### src/design/ssd_isqrt.sv
// Pipelined integer square root, one root bit per stage.
// Depends on nothing beyond its parameters.
module ssd_isqrt #(
  parameter int IN_W = 53,
  parameter int RT_W = 27
) (
  input  logic            clk,
  input  logic            rst_n,
  input  logic            in_valid,
  input  logic [IN_W-1:0] in_x,
  output logic            out_valid,
  output logic [RT_W-1:0] out_root
);

  localparam int X_W = 2 * RT_W;

  logic [RT_W-1:0] v_r;
  logic [RT_W+1:0] rem_r  [RT_W];
  logic [RT_W-1:0] root_r [RT_W];
  logic [X_W-1:0]  x_r    [RT_W];

  always_ff @(posedge clk) begin
    if (!rst_n) begin
      v_r <= '0;
    end else begin
      v_r <= {v_r[RT_W-2:0], in_valid};
    end
  end

  for (genvar k = 0; k < RT_W; k++) begin : g_stg
    logic [RT_W+1:0] p_rem, t, trial;
    logic [RT_W-1:0] p_root;
    logic [X_W-1:0]  p_x;
    logic            ge;
    if (k == 0) begin : g_first
      assign p_rem  = '0;
      assign p_root = '0;
      assign p_x    = X_W'(in_x);
    end else begin : g_next
      assign p_rem  = rem_r[k-1];
      assign p_root = root_r[k-1];
      assign p_x    = x_r[k-1];
    end
    assign t     = {p_rem[RT_W-1:0], p_x[X_W-1:X_W-2]};
    assign trial = {p_root, 2'b01};
    assign ge    = (t >= trial);
    always_ff @(posedge clk) begin
      rem_r[k]  <= ge ? (t - trial) : t;
      root_r[k] <= {p_root[RT_W-2:0], ge};
      x_r[k]    <= {p_x[X_W-3:0], 2'b00};
    end
  end

  assign out_valid = v_r[RT_W-1];
  assign out_root  = root_r[RT_W-1];

endmodule

### config.mk
export PLATFORM = sky130hd
export DESIGN_NAME = ssd_isqrt
export DESIGN_NICKNAME = d
export VERILOG_FILES = /design/src/design/ssd_isqrt.sv
export SDC_FILE = /design/constraint.sdc
export NUM_CORES = 2
export LEC_CHECK = 0
export ABC_AREA = 1
export BUFFER_PORTS_ARGS = -buffer_cell sky130_fd_sc_hd__buf_2
export CAP_MARGIN = 20
export CELL_PAD_IN_SITES_DETAIL_PLACEMENT = 1
export CELL_PAD_IN_SITES_GLOBAL_PLACEMENT = 1
export CORE_MARGIN = 8
export CORE_UTILIZATION = 42
export DETAILED_ROUTE_END_ITERATION = 8
export HOLD_SLACK_MARGIN = 0.06
export MAX_ROUTING_LAYER = met4
export PLACE_DENSITY = 0.86
export SLEW_MARGIN = 20
export SYNTH_ARGS = -nofsm -noshare
export SYNTH_HDL_FRONTEND = slang
export SYNTH_SLANG_ARGS = --single-unit
### constraint.sdc
create_clock -name clk -period 1.95 [get_ports clk]
set_input_delay 0.39 -clock clk [delete_from_list [all_inputs] [get_ports clk]]
set_output_delay 0.39 -clock clk [all_outputs]
set_load 0.1 [all_outputs]
==> results_dict.tcl, run 1 <==
set metrics [dict create \
    run_status "aborted with a tool error" \
    stop_stage "5_1_grt" \
    error_line "[ERROR GRT-0232] Routing congestion too high. Check the congestion heatmap in the GUI." \
    cts_root_buffer "clkbuf_16" \
    worst_endpoint "rem_r[1][20]$_DFF_P_/D" \
    syn_inst 10705 \
    synth_edf_count 0 \
    postSynth.asyncResetShare 0 \
    io_pins 84 \
    synth_area_per_cell_um2 7.27 \
    rows 158 \
    synth-main-ff-cell "dfxtp_1" \
    yosys-top-cells-count "nand2_1 (3,475), inv_1 (1,832), dfxtp_1 (1,766)" \
    die_y_um 447 \
    synth.distinct_cells 51 \
    synth_area_um2 77900 \
    portBuffers 83 \
    synth.yosys.warnings 0 \
    htree_levels 4 \
    start_util 0.421 \
    synth_area_leaders "dfxtp_1 (45%), nand2_1 (17%), inv_1 (8.8%), ha_1 (6.5%), nand3_1 (4.3%)" \
    yosys_register_bits 1766 \
    dp_hpwl_um 230000 \
    grt_start_max_net_pins 28 \
    worst_path_end_type "register input" \
    dpl.cell_count 14897 \
    seq_area_frac_synth 0.454 \
    syn_nets 11165 \
    yosys.area.top_type "dfxtp_1" \
    cts_buffer_depth 3 \
    synth_top_cell_area_share 0.454 \
    yosys.cell_count.top_type "nand2_1" \
    pre_cts_ws_ns -0.453 \
    overflow 864 \
    finalWeightedCongestion 0.943 \
    die_w_um 447 \
    grt.total_usage 0.730 \
    clkSinkCount 1766 \
    cts_buffers 188 \
]
per-stage QoR:
step | util | instance area, um2 | hold slack (ns)
2_1_floorplan | - | 77900 | 0.310
3_3_place_gp | 0.508 | 94000 | 0.309
3_5_place_dp | 0.508 | 94000 | 0.313
4_1_cts | 0.614 | 113000 | 0.0936
timing repair:
action	in CTS
hold endpoints to repair	80
buffers inserted	268
hold buffers	56
pin swaps	466
resized for setup	2350
gates cloned	33
setup endpoints to repair	667
kinds of logic after synthesis:
family	share of synthesized area
buffers and inverters	0.0991
xor gates and xnor gates	0.0321
other	0.0000482
and+or+nand+nor	0.292
adders and majority gates	0.0649
DFF	0.454
AOI/OAI and AO/OA	0.0576
metal layers:
| metal | global-route usage | GRT overflow |
|---|---|---|
| met1 | 0.706 | 33 |
| met2 | 0.880 | 504 |
| met3 | 0.578 | 55 |
| met4 | 0.715 | 272 |
| met5 | - | - |
==> inputs of run 2 (changes only) <==
- CELL_PAD_IN_SITES_DETAIL_PLACEMENT: 1 -> default
- CELL_PAD_IN_SITES_GLOBAL_PLACEMENT: 1 -> default
- CORE_UTILIZATION: 42 -> 40
- HOLD_SLACK_MARGIN: 0.06 -> default
- MAX_ROUTING_LAYER: met4 -> default
- PLACE_DENSITY: 0.86 -> default
- PLACE_DENSITY_LB_ADDON: default -> 0.15
- clock period: 1.95 -> 2.5 ns (I/O delays scaled with it)
==> run 2 against run 1 <==
Against the previous run: synthesized area unchanged; synthesized cell count unchanged; the run now ends clean.
==> results_dict.tcl, run 2 <==
set metrics [dict create \
    holdWs_ns 0.119 \
    largest_reg_flops 702 \
    io_pins 84 \
    layout_min_cycle_time_ns 2.34 \
    yosys-top-cells-count "nand2_1 (3,475), inv_1 (1,832), dfxtp_1 (1,766)" \
    antenna_found_initial 6 \
    cp.required_ns 3.26 \
    worstSetupStartpointType "flip-flop" \
    arrival_ns 3.10 \
    cp.depth 12 \
    synth_area_um2 77900 \
    crit_buf_inv 2 \
    overflow 0 \
    postCtsSetupBuffers 0 \
    crit_type "flip-flop to flip-flop" \
    routed-wl-met3_um 11400 \
    cts_tree "built" \
    cp_top_family "simple AND/OR/NAND/NOR gates" \
    worst_slew_margin_rel 0.479 \
    yosys.area.top_type "dfxtp_1" \
    slowest_stage "dfxtp_1" \
    timing.rr.start "root_r[1][171]" \
    synth_edf_count 0 \
    drc 0 \
    grt_setup_unrepaired "no" \
    grt_start_max_net_pins 35 \
    cp_max_fo 13 \
    finalWeightedCongestion 0.957 \
    p_seq_frac 0.412 \
    grt.total_usage 0.204 \
    fin_crit_sh 0.938 \
    top_layer_used "met4" \
    p_per_area_nw_per_um2 1010 \
    cap_violations 0 \
    core_um2 194000 \
    worst_pin_slew_ns 0.774 \
    die_w_um 457 \
    synth.yosys.warnings 0 \
    syn2layout_area_growth_pct 15.1 \
    layout_common_cells "nand2_1 (3,475), inv_1 (1,832), dfxtp_1 (1,766), nor2_1 (833), nand3_1 (663)" \
    largest_register "x_r" \
    power.switching_mw 32.1 \
    dp_hpwl_um 178000 \
    min_from "rst_n" \
    final_common_cell "nand2_1" \
    grt_pass1_wl_um 345000 \
    start_util 0.401 \
    switching_share 0.354 \
    p_int_mw 58.6 \
    synth_top_cell_area_share 0.454 \
    drt-total-wl_um 220000 \
    die_area_um2 209000 \
    power.total_mw 90.7 \
    holdPathEnd "v_r[24]" \
    cpMostUsedCell "nand2_1" \
    met1Wirelength_um 104000 \
    portBuffers 83 \
    final_nets 11585 \
    yosys.cell_count.top_type "nand2_1" \
    seq_area_frac_synth 0.454 \
    synth_area_leaders "dfxtp_1 (45%), nand2_1 (17%), inv_1 (8.8%), ha_1 (6.5%), nand3_1 (4.3%)" \
    power_frac_comb 0.268 \
    dr_wl_met2_um 98400 \
    clkPwrFrac 0.320 \
    cts_buffer_depth 3 \
    vias 65413 \
    endpoint_kind "flip-flop" \
    run_status "finished clean" \
    clkSinkCount 1766 \
    dpl.cell_count 13422 \
    postSynth.asyncResetShare 0 \
    finalSetupViolCount 0 \
    wl_per_cell_um 15.9 \
    reg2reg_depth 12 \
    cts_buffers 189 \
    clock_latency_ns 0.85 \
    drtPass1Iterations 8 \
    rrSetupSlack_ns 0.16 \
    synth_area_per_cell_um2 7.27 \
    drv_slew 0 \
    cts_root_buffer "clkbuf_16" \
    layout-drive-gt1-share 0.0702 \
    rows 162 \
    fin_setup_tns_ns 0 \
    cpPeakStageDelay_ns 0.40 \
    worst_ir_drop_vdd_v 0.000717 \
    die_y_um 457 \
    r2r-end "rem_r[1][224]" \
    synth-main-ff-cell "dfxtp_1" \
    yosys_register_bits 1766 \
    fmax_mhz 426 \
    htree_levels 4 \
    drtAntennaViolNets 0 \
    vias_per_cell 4.73 \
    synth.distinct_cells 51 \
    grt_pass1_vias 63063 \
    instances_no_fill 13830 \
    p_leak_nw 48.1 \
    hold_viol 0 \
    clk_pin_slew_ns 0.07 \
    reg_top3 "x_r (702), rem_r (659), root_r (378)" \
    hold_path.class "primary input to flip-flop" \
    path_cells "inv_1 > ha_1 > nand2_1 > nor2_1 > and3_1 > nand2_1 > nand2_1 > nand2_1 > nand2_4 > buf_12 > nand3_1 > nand2_1" \
    fin_skew_ns 0.0522 \
    hold_depth 3 \
    drt_iter0_drc 4580 \
    syn_nets 11165 \
    syn_inst 10705 \
]
==> run 2: cell counts after synthesis <==
Identical to the previous run, type by type.
==> run 2: layer usage <==
| metal | track usage | vias up |
|---|---|---|
| li1 | - | 33884 |
| met3 | 0.0291 | 365 |
| met5 | 0 | - |
| met1 | 0.279 | 29541 |
| met2 | 0.336 | 1623 |
| met4 | 0.0591 | 0 |
==> run 2: worst max-delay path by stage <==
stage / slack (ns) / endpoint / startpoint
2_1_floorplan: 0.64 / rem_r[0][200] / root_r[0][135]
6_report: 0.16 / rem_r[1][224] / root_r[1][171]
4_1_cts: 0.05 / rem_r[1][20] / root_r[0][420]
5_1_grt: 0.005 / rem_r[1][113] / root_r[1][68]
3_5_place_dp: 0.08 / rem_r[1][20] / root_r[0][420]
3_3_place_gp: 0.07 / rem_r[1][20] / root_r[0][420]
==> run 2: power by group through the flow <==
stage / clock network (mW) / logic, mW / registers, mW
finish: 29.0 / 24.3 / 37.4
floorplan: 0 / 17.3 / 36.0
global route: 31.2 / 27.6 / 37.9
detailed placement: 0 / 24.0 / 38.0
global placement: 0 / 23.9 / 38.1
CTS: 30.0 / 24.2 / 37.5
==> run 2: final cells by class <==
| class | count | area (um2) |
|---|---|---|
| clock inverters | 111 | 1480 |
| multi-input cells | 6986 | 34800 |
| inverters | 1861 | 7010 |
| fillers | 19680 | 105000 |
| well taps | 2542 | 3180 |
| repair buffers | 321 | 2540 |
| flip-flops and latches | 1766 | 35400 |
| clock buffers | 240 | 5230 |
| diodes | 3 | 7.51 |
==> run 2: worst min-delay path: cells and delay by family <==
kind	cells	cell delay [ns]
simple gates	1	0.10
buf+inv	2	0.27
==> run 2: cell families (layout without fill, tap and decap cells) <==
| logic type | after synthesis | in the layout | synth area share |
|---|---|---|---|
| compound gates | 814 | 814 | 0.0576 |
| xor+xnor | 285 | 285 | 0.0321 |
| fa+ha+maj | 404 | 404 | 0.0649 |
| buf+inv | 1953 | 2533 | 0.0991 |
| flops | 1766 | 1766 | 0.454 |
| other cells | 1 | 4 | 0.0000482 |
| simple gates | 5482 | 5482 | 0.292 |
==> run 2: through the flow <==
| step | setup slack (ns) | utilization | instance area, um2 |
|---|---|---|---|
| detailed placement | 0.0825 | 0.424 | 82300 |
| global route | 0.00526 | 0.461 | 89600 |
| finish | 0.155 | 0.461 | 89600 |
| CTS | 0.0481 | 0.461 | 89600 |
| global placement | 0.0717 | 0.424 | 82300 |
| floorplan | 0.638 | - | 77900 |
==> run 2: repair_timing <==
| item | 4_1_cts | 5_1_grt |
|---|---|---|
| hold buffers | 54 | 0 |
| setup endpoints to repair | 0 | 37 |
| hold endpoints to repair | 54 | 0 |
| gates resized for setup | 0 | 9 |
No activity file was read; power rests on OpenSTA's default activity.
